===== config.mk =====
export PLATFORM = sky130hd
export DESIGN_NAME = source_text_tokenizer_core
export DESIGN_NICKNAME = d
export VERILOG_FILES = /design/src/rtl/stt_pkg.sv /design/src/rtl/source_text_tokenizer_core.sv /design/src/rtl/stt_classify.sv /design/src/rtl/stt_out_queue.sv
export SDC_FILE = /design/constraint.sdc
export NUM_CORES = 1
export LEC_CHECK = 0
export ABC_AREA = 0
export BUFFER_PORTS_ARGS = -buffer_cell sky130_fd_sc_hd__buf_2
export CAP_MARGIN = 5
export CORE_UTILIZATION = 60
export DETAILED_ROUTE_END_ITERATION = 8
export PLACE_DENSITY = 0.79
export RECOVER_POWER = 100
export SYNTH_ARGS = -nofsm -noshare
export SYNTH_HDL_FRONTEND = slang
export SYNTH_SLANG_ARGS = --single-unit

===== constraint.sdc =====
create_clock -name clk -period 6.2 [get_ports clk]
set_input_delay 0.93 -clock clk [delete_from_list [all_inputs] [get_ports clk]]
set_output_delay 0.93 -clock clk [all_outputs]
set_load 0.1 [all_outputs]

===== src/rtl/stt_pkg.sv =====
// ----------------------------------------------------------------------------
// stt_pkg
// Shared types and constants of the source text tokenizer: character codes,
// the result record and the decode record passed between the modules.
// ----------------------------------------------------------------------------
`default_nettype none

package stt_pkg;

	localparam logic [7:0] CH_UNDERSCORE = 8'h5F;
	localparam logic [7:0] CH_COLON      = 8'h3A;
	localparam logic [7:0] CH_EQUAL      = 8'h3D;
	localparam logic [7:0] CH_BANG       = 8'h21;
	localparam logic [7:0] CH_LESS       = 8'h3C;
	localparam logic [7:0] CH_GREATER    = 8'h3E;
	localparam logic [7:0] CH_MINUS      = 8'h2D;
	localparam logic [7:0] CH_SPACE      = 8'h20;
	localparam logic [7:0] CH_TAB        = 8'h09;
	localparam logic [7:0] CH_CR         = 8'h0D;

	// Result queue depth; a power of two so the pointers wrap on their own.
	localparam int STT_QDEPTH = 4;
	localparam int STT_QIDX_W = $clog2(STT_QDEPTH);
	localparam int STT_QCNT_W = $clog2(STT_QDEPTH + 1);

	typedef struct packed {
		logic [7:0] chr;
		logic       tok_end;
		logic       run_last;
	} stt_res_t;

	typedef struct packed {
		logic [1:0] count;
		stt_res_t   r0;
		stt_res_t   r1;
		logic       pend_valid;
		logic [7:0] pend_char;
		logic       pend_word;
	} stt_dec_t;

endpackage

`default_nettype wire


===== src/rtl/source_text_tokenizer_core.sv =====
// ----------------------------------------------------------------------------
// source_text_tokenizer_core
// Streaming ASCII lexer: splits source bytes into tokens, one character per
// output transfer, flagging the last character of each token.
// ----------------------------------------------------------------------------
// The core accepts one source byte per clock while in_ready is high. A byte
// is captured in an input register, decoded in the next cycle against the
// one byte held back for lookahead, and its zero to two result characters
// enter a four-entry result queue, from whose head they leave in order. The
// output port gives one character per cycle while out_ready is high, so the
// sustained rate is one byte per cycle as long as bytes average at most one
// result each; a byte that closes a pending token and emits a token of its
// own, or completes a two-character operator, occupies the output for two
// transfers. The input register waits whenever the queue holds more than two
// results, since a byte may add two at once, and in_ready then drops. A
// held word or operator byte is released by the following byte, or at once
// when end_of_source is set on the byte just taken; whitespace never shows
// up at the output. The last result caused by each byte carries last_of_run.
// ----------------------------------------------------------------------------
`default_nettype none

module source_text_tokenizer_core (
	input  wire logic       clk,
	input  wire logic       arst_n,
	input  wire logic       in_valid,
	output logic            in_ready,
	input  wire logic [7:0] byte_in,
	input  wire logic       end_of_source,
	output logic            out_valid,
	input  wire logic       out_ready,
	output logic [7:0]      token_byte,
	output logic            token_end,
	output logic            last_of_run
);

	// Input register stage.
	logic              valid_s1;
	logic [7:0]        byte_s1;
	logic              eos_s1;

	// Lookahead state: the byte held back until the next byte decides it.
	logic              pend_valid_q;
	logic [7:0]        pend_char_q;
	logic              pend_word_q;

	stt_pkg::stt_dec_t dec;
	stt_pkg::stt_res_t head;
	logic              room;
	logic              advance;
	logic [1:0]        push_count;

	// The staged byte moves on once the queue can take two results.
	assign advance    = valid_s1 && room;
	assign in_ready   = !valid_s1 || room;
	assign push_count = advance ? dec.count : 2'd0;

	always_ff @(posedge clk or negedge arst_n) begin
		if (!arst_n) begin
			valid_s1 <= 1'b0;
		end else if (in_ready) begin
			valid_s1 <= in_valid;
		end
	end

	always_ff @(posedge clk) begin
		if (in_valid && in_ready) begin
			byte_s1 <= byte_in;
			eos_s1  <= end_of_source;
		end
	end

	always_ff @(posedge clk or negedge arst_n) begin
		if (!arst_n) begin
			pend_valid_q <= 1'b0;
			pend_char_q  <= '0;
			pend_word_q  <= 1'b0;
		end else if (advance) begin
			pend_valid_q <= dec.pend_valid;
			pend_char_q  <= dec.pend_char;
			pend_word_q  <= dec.pend_word;
		end
	end

	stt_classify u_classify (
		.chr        (byte_s1),
		.eos        (eos_s1),
		.pend_valid (pend_valid_q),
		.pend_char  (pend_char_q),
		.pend_word  (pend_word_q),
		.dec        (dec)
	);

	stt_out_queue u_queue (
		.clk        (clk),
		.arst_n     (arst_n),
		.push_count (push_count),
		.push0      (dec.r0),
		.push1      (dec.r1),
		.room       (room),
		.head_valid (out_valid),
		.head_ready (out_ready),
		.head       (head)
	);

	assign token_byte  = head.chr;
	assign token_end   = head.tok_end;
	assign last_of_run = head.run_last;

endmodule

`default_nettype wire


===== src/rtl/stt_classify.sv =====
// ----------------------------------------------------------------------------
// stt_classify
// Combinational decode of one source byte against the held lookahead byte.
// Gives zero to two result characters and the next lookahead state.
// ----------------------------------------------------------------------------
`default_nettype none

module stt_classify (
	input  wire logic [7:0]       chr,
	input  wire logic             eos,
	input  wire logic             pend_valid,
	input  wire logic [7:0]       pend_char,
	input  wire logic             pend_word,
	output stt_pkg::stt_dec_t     dec
);

	function automatic logic is_blank(input logic [7:0] c);
		return (c == stt_pkg::CH_SPACE) || (c >= stt_pkg::CH_TAB && c <= stt_pkg::CH_CR);
	endfunction

	function automatic logic is_word(input logic [7:0] c);
		return (c >= 8'h61 && c <= 8'h7A) || (c >= 8'h41 && c <= 8'h5A) ||
		       (c >= 8'h30 && c <= 8'h39) || (c == stt_pkg::CH_UNDERSCORE);
	endfunction

	function automatic logic starts_pair(input logic [7:0] c);
		return (c == stt_pkg::CH_COLON) || (c == stt_pkg::CH_EQUAL) ||
		       (c == stt_pkg::CH_BANG) || (c == stt_pkg::CH_LESS) ||
		       (c == stt_pkg::CH_GREATER) || (c == stt_pkg::CH_MINUS);
	endfunction

	function automatic logic makes_pair(input logic [7:0] a, input logic [7:0] b);
		logic eq_pair;
		eq_pair = (b == stt_pkg::CH_EQUAL) &&
		          ((a == stt_pkg::CH_COLON) || (a == stt_pkg::CH_EQUAL) ||
		           (a == stt_pkg::CH_BANG) || (a == stt_pkg::CH_LESS) ||
		           (a == stt_pkg::CH_GREATER));
		return eq_pair || (a == stt_pkg::CH_COLON && b == stt_pkg::CH_COLON) ||
		       (a == stt_pkg::CH_MINUS && b == stt_pkg::CH_GREATER);
	endfunction

	// Appends one character to the next free result slot.
	function automatic stt_pkg::stt_dec_t put(input stt_pkg::stt_dec_t d,
	                                          input logic [7:0] c, input logic e);
		stt_pkg::stt_dec_t o;
		o = d;
		if (d.count == 2'd0) begin
			o.r0.chr = c;
			o.r0.tok_end = e;
			o.count = 2'd1;
		end else begin
			o.r1.chr = c;
			o.r1.tok_end = e;
			o.count = 2'd2;
		end
		return o;
	endfunction

	// A byte seen with nothing held: drop, hold, or emit as a single token.
	function automatic stt_pkg::stt_dec_t fresh(input stt_pkg::stt_dec_t d,
	                                            input logic [7:0] c);
		stt_pkg::stt_dec_t o;
		o = d;
		if (is_blank(c)) begin
			o.pend_valid = 1'b0;
		end else if (is_word(c) || starts_pair(c)) begin
			o.pend_valid = 1'b1;
			o.pend_char = c;
			o.pend_word = is_word(c);
		end else begin
			o = put(d, c, 1'b1);
		end
		return o;
	endfunction

	always_comb begin
		stt_pkg::stt_dec_t d;
		d = '0;
		if (!pend_valid) begin
			d = fresh(d, chr);
		end else if (pend_word) begin
			if (is_word(chr)) begin
				d = put(d, pend_char, 1'b0);
				d.pend_valid = 1'b1;
				d.pend_char = chr;
				d.pend_word = 1'b1;
			end else begin
				d = put(d, pend_char, 1'b1);
				d = fresh(d, chr);
			end
		end else if (makes_pair(pend_char, chr)) begin
			d = put(d, pend_char, 1'b0);
			d = put(d, chr, 1'b1);
		end else begin
			d = put(d, pend_char, 1'b1);
			d = fresh(d, chr);
		end

		// The end of the source flushes whatever is still held.
		if (eos && d.pend_valid) begin
			d = put(d, d.pend_char, 1'b1);
			d.pend_valid = 1'b0;
			d.pend_char = '0;
			d.pend_word = 1'b0;
		end

		if (d.count == 2'd2) begin
			d.r1.run_last = 1'b1;
		end else if (d.count == 2'd1) begin
			d.r0.run_last = 1'b1;
		end
		dec = d;
	end

endmodule

`default_nettype wire


===== src/rtl/stt_out_queue.sv =====
// ----------------------------------------------------------------------------
// stt_out_queue
// Small result queue: takes up to two results per cycle, gives one per
// cycle on a valid/ready port, and reports whether two more will fit.
// ----------------------------------------------------------------------------
`default_nettype none

module stt_out_queue (
	input  wire logic               clk,
	input  wire logic               arst_n,
	input  wire logic [1:0]         push_count,
	input  wire stt_pkg::stt_res_t  push0,
	input  wire stt_pkg::stt_res_t  push1,
	output logic                    room,
	output logic                    head_valid,
	input  wire logic               head_ready,
	output stt_pkg::stt_res_t       head
);

	stt_pkg::stt_res_t                  mem_q [stt_pkg::STT_QDEPTH];
	logic [stt_pkg::STT_QIDX_W-1:0]     wr_ptr_q;
	logic [stt_pkg::STT_QIDX_W-1:0]     rd_ptr_q;
	logic [stt_pkg::STT_QCNT_W-1:0]     count_q;
	logic                               pop;

	assign head_valid = (count_q != '0);
	assign head       = mem_q[rd_ptr_q];
	assign pop        = head_valid && head_ready;
	assign room       = (count_q <= stt_pkg::STT_QCNT_W'(stt_pkg::STT_QDEPTH - 2));

	always_ff @(posedge clk) begin
		if (push_count != 2'd0) begin
			mem_q[wr_ptr_q] <= push0;
		end
		if (push_count == 2'd2) begin
			mem_q[wr_ptr_q + stt_pkg::STT_QIDX_W'(1)] <= push1;
		end
	end

	always_ff @(posedge clk or negedge arst_n) begin
		if (!arst_n) begin
			wr_ptr_q <= '0;
			rd_ptr_q <= '0;
			count_q  <= '0;
		end else begin
			wr_ptr_q <= wr_ptr_q + stt_pkg::STT_QIDX_W'(push_count);
			if (pop) begin
				rd_ptr_q <= rd_ptr_q + stt_pkg::STT_QIDX_W'(1);
			end
			count_q <= count_q + stt_pkg::STT_QCNT_W'(push_count)
			           - stt_pkg::STT_QCNT_W'(pop);
		end
	end

endmodule

`default_nettype wire


## Word level (Yosys, flattened, before mapping)

Memories as Yosys holds them, arrays and structs flattened.
Cells that the tools add are included.

- Bits in registers: 27
- Memory bits (writable): 40
- Input bits: 13
- Word-level logic and storage cells: 122
- Memories: 1

Memory list:

| memory | words | width | rd ports | clocked after memory_dff | wr ports | line | text |
|---|---|---|---|---|---|---|---|
| u_queue.mem_q | 4 | 10 | 1 | 0 | 2 | stt_out_queue.sv:20 | `stt_pkg::stt_res_t mem_q [stt_pkg::STT_QDEPTH];` |

- Add/sub/neg operators: 5
- Magnitude comparators: 9
- Eq/ne operators: 17
- Muxes and demuxes: 46
- Reduce and logical (&&, ||, !) cells: 35

Operators by type and width:

| cell | number |
|---|---|
| 2-to-1 mux 32 bit | 5 |
| == test 8 x 6 -> 1 bit, second input constant | 13 |
| 2-to-1 mux 11 bit | 9 |
| 2-to-1 mux 9 bit | 10 |
| 2-to-1 mux 22 bit | 4 |
| 2-to-1 mux 21 bit | 2 |
| 2-to-1 mux 10 bit | 2 |
| logical OR 1 bit | 17 |
| greater-or-equal comparator 8 x 7 -> 1 bit, second input constant | 2 |
| <= comparator 8 x 7 -> 1 bit, second input constant | 2 |
| logical AND 1 bit | 11 |
| 2-to-1 mux 2 bit | 5 |
| 2-to-1 mux 1 bit | 9 |
| == test 8 x 7 -> 1 bit, second input constant | 1 |
| greater-or-equal comparator 8 x 4 -> 1 bit, second input constant | 1 |
| greater-or-equal comparator 8 x 6 -> 1 bit, second input constant | 1 |
| <= comparator 8 x 4 -> 1 bit, second input constant | 1 |
| <= comparator 8 x 6 -> 1 bit, second input constant | 1 |
| logical NOT 2 bit | 4 |
| adder 2 x 1 -> 2 bit, second input constant | 2 |
| == test 2 bit, second input constant | 2 |
| adder 3 x 2 -> 3 bit | 1 |
| <= comparator 3 x 2 -> 1 bit, second input constant | 1 |
| nonzero test 3 bit | 1 |
| other kinds (5) | 5 |

## Logic depth before layout (Yosys ltp)

Gate-level depths: netlist of run 1.

- Word-level depth: 25
- Mapped depth: 13

## Hierarchy

A second synthesis of run 1 with hierarchy kept.

- Cells, all modules: 281
- Area total of the unflattened synthesis: 3838.7 µm²

Modules (own cells, without submodules):

| module | instances | cells each | area an instance (µm²) | seq. area each (µm²) |
|---|---|---|---|---|
| stt_out_queue | 1 | 137 | 2521.2 | 1376.3 |
| source_text_tokenizer_core | 1 | 36 | 695.7 | 545.5 |
| stt_classify | 1 | 108 | 621.8 | 0.0 |

## Worst setup path before layout of run 1

Ideal clock, no wire load.

- Path type: register to register
- From: register byte_s1[1]
- To: memory u_queue.mem_q[1][0] in the netlist's numbering, enable pin
- Library setup time: 0.404 ns
- Data arrival time: 2.823 ns
- Data required time: 5.796 ns
- Path slack: 2.973 ns
- Cell stages (with the launch flop): 8
- Path buffers: 1
- Cell sequence: edfxtp_1 > or4_1 > o21ai_2 > nor4_2 > nor3_1 > buf_2 > a21oi_1 > nor4_1

RTL lines:

| element | line | text |
|---|---|---|
| from (decl) | source_text_tokenizer_core.sv:38 | `logic [7:0] byte_s1;` |
| from (signal assigned) | source_text_tokenizer_core.sv:67 | `byte_s1 <= byte_in;` |
| to (decl) | stt_out_queue.sv:20 |  |

## Worst setup path after layout of run 1

- From: register byte_s1[1]
- To: register u_queue.count_q[1] in the netlist's numbering

- Cells in the longest elaborated chain, start to end: 18
- Elaborated cells on any way between the ends: 56
- Classes of those cells: add/sub (2); order compare (8); eq/ne (8); mux (17); reduce/logical (21)

Ends and longest elaborated chain:

| element | line | text |
|---|---|---|
| parallel branches: the longest is 11 deep, another holds greater-or-equal comparator 8 x 7 -> 1 bit | - |  |
| 2-to-1 mux 32 bit * | stt_classify.sv:79 | `if (!pend_valid) begin` |
| logical NOT 2 bit | stt_classify.sv:47 | `if (d.count == 2'd0) begin` |
| 2-to-1 mux 2 bit | stt_classify.sv:47 |  |
| 2-to-1 mux 32 bit * | stt_classify.sv:100 | `if (eos && d.pend_valid) begin` |
| 2-to-1 mux 2 bit * | source_text_tokenizer_core.sv:55 | `assign push_count = advance ? dec.count : 2'd0;` |
| adder 3 x 2 -> 3 bit * | stt_out_queue.sv:50 | `count_q <= count_q + stt_pkg::STT_QCNT_W'(push_count)` |
| subtractor 3 x 1 -> 3 bit * | stt_out_queue.sv:51 | `- stt_pkg::STT_QCNT_W'(pop);` |
| to (signal assigned) | stt_out_queue.sv:50 |  |
| to (decl) | stt_out_queue.sv:23 | `logic [stt_pkg::STT_QCNT_W-1:0] count_q;` |

Every way passes the cells marked *.
A chain may end at the register's enable or synchronous reset.

==> results of run 1 <==
per-layer routing:
metal  vias to the layer above  part of all wire  track usage  wire length (um)
li1                       1292                 -            -                 -
met1                      1328              0.44       0.3851              3580
met2                       134              0.47       0.4200              3857
met3                        14             0.072      0.07079               592
met4                         0             0.024       0.1339               195
met5                         -                 0            0                 0
registers in the layout, summed over array words and instances, names as in the netlist:
| register | count |
|---|---|
| valid_s1 | 1 |
| u_queue.wr_ptr_q | 2 |
| eos_s1 | 1 |
| u_queue.mem_q | 40 |
| byte_s1 | 8 |
| u_queue.count_q | 3 |
| pend_char_q | 8 |
| pend_valid_q | 1 |
| u_queue.rd_ptr_q | 2 |
| pend_word_q | 1 |
cells by family after synthesis:
group,share of synthesized area
multiplexers,0.06616
AND/OR/NAND/NOR,0.1360
flip-flops,0.5081
adder cells (fa/ha/maj),0.01522
XOR/XNOR,0.01158
buffers and inverters,0.05260
AO/OA/AOI/OAI,0.2104
layout by cell type, fill, tap and decap left out, drive strengths merged, types with 6 or more instances in the layout:
master,count
a21oi,24
a221o,8
a22o,7
buf,12
clkbuf,27
dfrtp,18
edfxtp,49
inv,21
mux4,10
nand2,23
nand3,15
nor2,8
nor2b,6
nor3,7
o21ai,13
o22ai,7
o2bb2ai,14
final cells by class:
type | instances | area [um^2]
repair buffers | 28 | 122.6
clock inverters | 5 | 30.03
clock buffers | 11 | 131.4
multi-input cells | 214 | 1573
inverters | 21 | 78.83
well taps | 75 | 93.84
fillers | 479 | 2039
flip-flops and latches | 67 | 1922
power breakdown:
part / internal [mW] / leakage, nW / switching, mW
logic: 0.320 / 0.731 / 0.819
clock network: 0.143 / 0.0791 / 0.160
registers: 0.664 / 0.675 / 0.141
per-stage QoR:
step           total power, mW  utilization  cell area (um^2)  setup slack, ps
6_report                 2.247       0.6596              3951             2427
4_1_cts                  2.297       0.6800              4074             2779
3_3_place_gp             1.963       0.6531              3913             2876
3_5_place_dp             1.994       0.6531              3913             2787
5_1_grt                  2.368       0.6596              3951             2263
2_1_floorplan            1.780            -              3782             2973
path summary, 6_finish.rpt:
check                              startpoint             endpoint  depth (start not counted)  slack, ps
setup / recovery                   byte_s1[1]   u_queue.count_q[1]                          8       2430
hold / removal             u_queue.count_q[2]   u_queue.count_q[2]                          1        510
setup reg to reg                   byte_s1[1]   u_queue.count_q[1]                          8       2430
hold reg to reg            u_queue.count_q[2]   u_queue.count_q[2]                          1        510
max in group asynchronous              arst_n  u_queue.wr_ptr_q[1]                          1       4870
min in group asynchronous              arst_n             valid_s1                          1        710
==> metrics, run 1 <==
drt first pass iters 7; Worst VDD drop 0.0004262 V; family with the most delay on the worst path simple AND/OR/NAND/NOR gates; Finished Layout Cells 421; vias per inst 6.575; placed cells 405; Num CTS Buffers 9; num ports 25; first-pass GRT wire length 13,490 um; fin crit period 3773 ps; vias 2,768; Post-Syn Nets 343; number of routed nets with antenna violations 0; most used flip-flop cell after synthesis edfxtp_1; placement row count 28; synth top area cells edfxtp_1 (39%), dfrtp_1 (12%), mux4_2 (6.0%), o2bb2ai_1 (3.2%), a21oi_1 (2.9%); Startpoint Class flop; Post-Syn Instances 326; most frequent cells after synthesis edfxtp_1 (49), nand2_1 (23), a21oi_1 (22); area growth from synthesis to layout 4.466%; CP Cell Sequence or4_1 > o21ai_0 > nor4_1 > or3_1 > nor2_1 > o21a_1 > ha_1 > fa_1; WL/cell 19.54 um; most numerous cell in the Yosys netlist edfxtp_1; Synth Warn # 0; Post-Route WL 8225 um; Distinct cells, synth 60; gpl congestion 0.8985; die area 6625 um^2; die extent in x 81.40 um; Final Hold Fails 0; total gr overflow 0; type of the tightest min-delay check flop to flop; crit end category flop; Mapped Area 3782 um^2; worst rel slew slack 0.1905; Final #Nets 358; number of I/O port buffers 24; setup_tns 0 ps; clk_lat worst skew 350 ps; crit-path max FO 20; initial antenna violation count 0; via count of the first global-routing pass 2,638; status completed; Remaining DRCs 0; clock root buffer clkbuf_8; Synth area leader edfxtp_1; Ant. Diodes 0; async set-reset flop share out of synthesis 0.2687; Clk pin slew, worst setup/hold paths 70 ps; largest net degree at the start of global routing 43; DP HPWL 5763 um; max-cap violation count 0; sequential share of the synthesized area 0.5081; CTS max path bufs 2; Starting Density 0.6314; CP Data Arrival Time 4000 ps; PD cells 568.6 nW/um^2; slowest stage delay, CP 660 ps; unrepaired setup endpoints after global routing false; CP bufs+invs 0; die height 81.40 um; Clock Skew 11.48 ps; Yosys top cell area share 0.3890; CTS HTree Levels 3; Setup CP Type flop to flop; share of layout cells above drive strength 1 0.1098; CP Data Required Time 6430 ps; period utilization 0.6085; synthesized flop and latch total 67; DRT iter0 DRCs 305; clock sink count 67; Peak Freq 265.1 MHz; endpoints failing setup 0; Hold WS 508.7 ps; post-cts repair resize count 0; CTS tree yes; syn_area_per_cell 11.60 um^2; Leak 1.485 nW; Final Slew Violations 0; GR Util All Layers 0.2821; Crit-path slowest cell or3_1; worst slew pin tran 1214 ps; area of the core 5991 um^2; CTS hold repair buffers 0; EDFF count, synth 49; Post-CTS Setup Repair Bufs 0
Power figures use the tool's default switching activity.
==> run 2, diff against run 1 <==
Settings changed: CORE_UTILIZATION 60 to 55, PLACE_DENSITY 0.79 to 0.76.
Clock period 6.2 ns to 3.1 ns, I/O delays scaled along.
==> run 2 against run 1 <==
The flow now finishes with violations (DRC). Sequential share of layout area decreased by 3.6 points. Worst hold slack worse by 280 ps. Clock power grew to 3.0 times the previous value. Clock skew about the same. Fmax is 28% higher. Critical path depth rose by 2. Flip-flop and latch count stayed put.
==> metrics, run 2 (synthesis results as in run 1) <==
unrepaired setup endpoints after global routing false; crit path to u_queue.count_q[2]; setup slack after layout 146.3 ps; worst rel slew slack 0.2281; share of layout cells above drive strength 1 0.2274; R2R cell count 10; endpoints failing setup 0; period utilization 0.9528; CTS tree yes; biggest regs u_queue.mem_q x40, byte_s1 x8, pend_char_q x8; power consumption 4.938 mW; Finished Layout Cells 442; CTS HTree Levels 3; Startpoint Class flop; Leak 1.659 nW; FILL cells 475; CTS max path bufs 2; Post-Route WL 8483 um; area growth from synthesis to layout 12.83%; Clk pin slew, worst setup/hold paths 80 ps; crit end category flop; CP Data Required Time 3390 ps; Reg with most FFs u_queue.mem_q; setup_tns 0 ps; Final Util 0.6571; placed cell area 4055 um^2; Clock Skew 11.67 ps; PD cells 1157 nW/um^2; worst slew pin tran 1163 ps; Reg2Reg Setup Slack 150 ps; CP startpoint byte_s1[0]; CTS hold repair buffers 0; max-cap violation count 0; DRT iter0 DRCs 295; Starting Density 0.5824; Final #Nets 377; Largest register FFs 40; clock sink count 67; largest net degree at the start of global routing 43; die height 84.93 um; gpl congestion 0.9878; crit-path max FO 6; RR Startpoint byte_s1[0]; GR Util All Layers 0.2554; num ports 25; status complete, but fails checks; die area 7212 um^2; clk_lat worst skew 360 ps; fin crit period 2954 ps; vias 2,857; number of I/O port buffers 24; most frequent cells in the layout edfxtp_1 (49), nand2_1 (23), a21oi_1 (22); initial antenna violation count 0; violated checks DRC; DP HPWL 5938 um; Ant. Diodes 0; clock root buffer clkbuf_8; first-pass GRT wire length 13,720 um; area of the core 6495 um^2; Final Slew Violations 0; Num CTS Buffers 9; die extent in x 84.93 um; CP Data Arrival Time 3240 ps; Hold WS 228.7 ps; most common cell after layout, fill and taps aside edfxtp_1; number of routed nets with antenna violations 0; Remaining DRCs 3; Setup WS pre-CTS 96.68 ps; WL/cell 19.19 um; final instance area 4268 um^2; type of the tightest min-delay check primary input to async pin; total gr overflow 0; Setup CP Type flop to flop; Final Hold Fails 0; placed cells 424; vias per inst 6.464; FF-to-FF End u_queue.count_q[2]; Worst VDD drop 0.0008807 V; drt first pass iters 7; placement row count 29; Peak Freq 338.6 MHz; via count of the first global-routing pass 2,795
-- run 2: cell count changes in the layout (fill, tap and decap cells not counted), moves of 3 or more --
cell       before  now
clkbuf_1       18    6
bufinv_16       0    3
buf_4           1   13
clkbuf_2        0    5
clkinv_2        3    0
buf_2          11   20
clkinv_4        0    3
-- run 2: worst max-delay path, stage by stage, from the launching register on --
cell	delay (ps)
edfxtp_1	390
or4_4	560
o21ai_4	170
nor4_2	70
or3_4	450
and3_1	190
o21a_1	180
ha_1	200
fa_2	340
xnor2_1	190
xnor2_1	130
-- run 2: worst min path at each step --
stage	start	end	slack [ps]	depth (start not counted)
final	arst_n	pend_char_q[4]	230	1
after global routing	byte_in[1]	byte_s1[1]	270	1
after CTS	arst_n	u_queue.count_q[0]	40	1
after detailed placement	arst_n	u_queue.count_q[0]	420	1
after global placement	arst_n	u_queue.count_q[0]	420	1
after floorplan	arst_n	pend_char_q[0]	170	0
-- run 2: power breakdown --
| group | internal (mW) | total (mW) | switching (mW) |
|---|---|---|---|
| Clock | 0.540 | 0.896 | 0.356 |
| Sequential | 1.32 | 1.56 | 0.238 |
| Combinational | 0.758 | 2.48 | 1.72 |
-- run 2: final cells by class --
cell class              count  area (um^2)  area share
flip-flops and latches     67         1922      0.4503
clock inverters             7        125.1     0.02932
repair buffers             47        276.5     0.06479
clock buffers               9        123.9     0.02902
well taps                  77        96.34     0.02257
inverters                  21        78.83     0.01847
multi-input cells         214         1645      0.3855
-- run 2: metal layers --
| layer | global-route usage | routed length, um | vias to the layer above |
|---|---|---|---|
| met3 | 0.05837 | 465 | 20 |
| met2 | 0.4169 | 4108 | 104 |
| met1 | 0.3283 | 3732 | 1392 |
| met5 | 0 | 0 | - |
| met4 | 0.1156 | 177 | 0 |
| li1 | - | - | 1341 |
-- run 2: what timing repair did --
item,CTS,global route
gates resized for setup,0,6
buffers inserted,0,2
setup endpoints to repair,0,1
==> run 3, diff against run 2 <==
Settings changed: ABC_AREA 0 to 1.
==> run 3 against run 2 <==
Critical path depth up 3. Final cell count rose by 35%. Core utilization fell by 3.8 points. Global-route usage about the same. Flip-flop and latch count unchanged. Design area fell by 1.4%. The run now ends clean. Largest cell class unchanged. Area after synthesis up 2.2%. First-iteration DRC count is 6.4% lower. Clock skew shrank 2.0 ps. Highest routed layer unchanged. Worst hold slack improved by 53 ps.
==> metrics, run 3 <==
max-cap violation count 0; Final Slew Violations 0; number of I/O port buffers 24; Clock Skew 9.675 ps; clock sink count 67; Largest register FFs 40; CTS max path bufs 2; Distinct cells, synth 32; total gr overflow 0; Starting Density 0.5692; largest net degree at the start of global routing 28; num ports 25; CP Data Arrival Time 2840 ps; Yosys top cell area share 0.3805; clock root buffer clkbuf_8; Setup CP Type flop to flop; vias per inst 5.548; sequential share of the synthesized area 0.4969; placement row count 30; first-pass GRT wire length 14,240 um; DP HPWL 6294 um; Remaining DRCs 0; DRT iter0 DRCs 276; Post-Route WL 8672 um; WL/cell 14.57 um; number of routed nets with antenna violations 0; CTS tree yes; Reg with most FFs u_queue.mem_q; Global Route met2 Usage 0.4327; Clk pin slew, worst setup/hold paths 80 ps; Mapped Area 3867 um^2; global route hottest layer met2; Crit-path slowest cell edfxtp_1; period utilization 0.9131; EDFF count, synth 49; via count of the first global-routing pass 3,095; synth top area cells edfxtp_1 (38%), nand2_1 (15%), dfrtp_1 (12%), nand3_1 (5.0%), nor2_1 (4.8%); initial antenna violation count 0; syn_area_per_cell 8.108 um^2; crit-path max FO 27; fin crit period 2830 ps; area growth from synthesis to layout 8.767%; Final #Nets 511; Synth area leader edfxtp_1; crit end category flop; CP most frequent cell nor2_2; Ant. Diodes 0; most common cell after layout, fill and taps aside nand2_1; met1 Usage GRT 0.3123; gpl congestion 0.9198; status completed; unrepaired setup endpoints after global routing false; most frequent cells in the layout nand2_1 (155), nor2_1 (50), edfxtp_1 (49); type of the tightest min-delay check primary input to async pin; Post-Syn Instances 477; most used flip-flop cell after synthesis edfxtp_1; async set-reset flop share out of synthesis 0.2687; slowest stage delay, CP 550 ps; clk_lat worst skew 350 ps; Synth Warn # 0; drt first pass iters 5; CP Cell Sequence nor2_2 > nand3_1 > nand3_1 > nand2_1 > nor2_4 > nand3_2 > nor2_2 > nor2_2 > nand2_4 > nand2_4 > inv_6 > nand2_2 > nand2_1; die extent in x 85.86 um; die height 85.86 um; Post-Syn Nets 494; Peak Freq 353.3 MHz; area of the core 6794 um^2; Num CTS Buffers 9; share of layout cells above drive strength 1 0.1323; CTS HTree Levels 3; most numerous cell in the Yosys netlist nand2_1; vias 3,301; endpoints failing setup 0; biggest regs u_queue.mem_q x40, byte_s1 x8, pend_char_q x8; GR Util All Layers 0.2554; setup_tns 0 ps; worst slew pin tran 1157 ps; CP Data Required Time 3110 ps; synthesized flop and latch total 67; worst rel slew slack 0.2319; M3 GR Usage 0.06064; die area 7371 um^2; Final Hold Fails 0; Startpoint Class flop; most frequent cells after synthesis nand2_1 (157), edfxtp_1 (49), nor2_1 (49)
## run 3: cell count changes after synthesis, moves of 6 or more
cell,delta
nand2_1,+134
nor2_1,+42
nand3_1,+24
o21ai_0,+24
inv_1,+19
a21oi_1,-16
o2bb2ai_1,-14
o22ai_1,+11
mux4_2,-10
a221o_1,-8
a22o_1,-7
nor2b_1,-6
nor3_1,-6
## run 3: cell families after synthesis
family                     synth area share
adders and majority gates           0.01488
xor gates and xnor gates           0.006795
and+or+nand+nor                      0.3096
DFF                                  0.4969
AOI/OAI and AO/OA                   0.09221
buffers and inverters               0.07958
## run 3: final cells by class
cell class | count | area, um^2
clock buffers | 9 | 123.9
clock inverters | 7 | 91.34
fillers | 587 | 2587
inverters | 47 | 181.4
multi-input cells | 343 | 1637
flip-flops and latches | 67 | 1922
well taps | 96 | 120.1
repair buffers | 26 | 131.4
## run 3: path summary, 6_finish.rpt
check,start,end,slack (ps),depth (start not counted)
worst max-delay path,byte_s1[1],u_queue.mem_q[2][1],270,13
worst min-delay path,arst_n,pend_char_q[3],280,1
worst max register to register,byte_s1[1],u_queue.mem_q[2][1],270,13
worst min register to register,pend_char_q[7],pend_char_q[7],530,2
max in group asynchronous,arst_n,u_queue.count_q[0],2170,1
min in group clk,byte_in[1],byte_s1[1],280,1
## run 3: routing by layer
metal | vias to the layer above | wire [um] | part of all wire
met1 | 1531 | 3695 | 0.43
met3 | 22 | 502 | 0.058
li1 | 1604 | - | -
met5 | - | 0 | 0
met2 | 144 | 4258 | 0.49
met4 | 0 | 216 | 0.025
## run 3: critical path: cells and delay by family (launching register included)
family	cells	cell delay (ps)
buffers and inverters	1	200
DFF	1	550
and+or+nand+nor	12	1720
## run 3: timing repair
| action | in CTS | in global routing |
|---|---|---|
| setup endpoints to repair | 0 | 20 |
| hold buffers | 0 | 0 |
| resized for setup | 0 | 2 |
| setup buffers | 0 | 0 |
## run 3: per-stage QoR
stage / worst slack (ps) / area (um^2) / utilization / hold slack [ps] / instances
2_1_floorplan: 387.9 / 3867 / - / 169.4 / 477
3_3_place_gp: 286.4 / 3996 / 0.5882 / 426.4 / 579
3_5_place_dp: 207.9 / 3996 / 0.5882 / 433.4 / 579
4_1_cts: 196.8 / 4212 / 0.6199 / 69.06 / 595
5_1_grt: 12.82 / 4207 / 0.6192 / 265.9 / 595
6_report: 269.5 / 4207 / 0.6192 / 282.1 / 595
Power of run 3 is not shown: default switching activity piles up to over one toggle a cycle in this logic, so the estimate is an artifact.
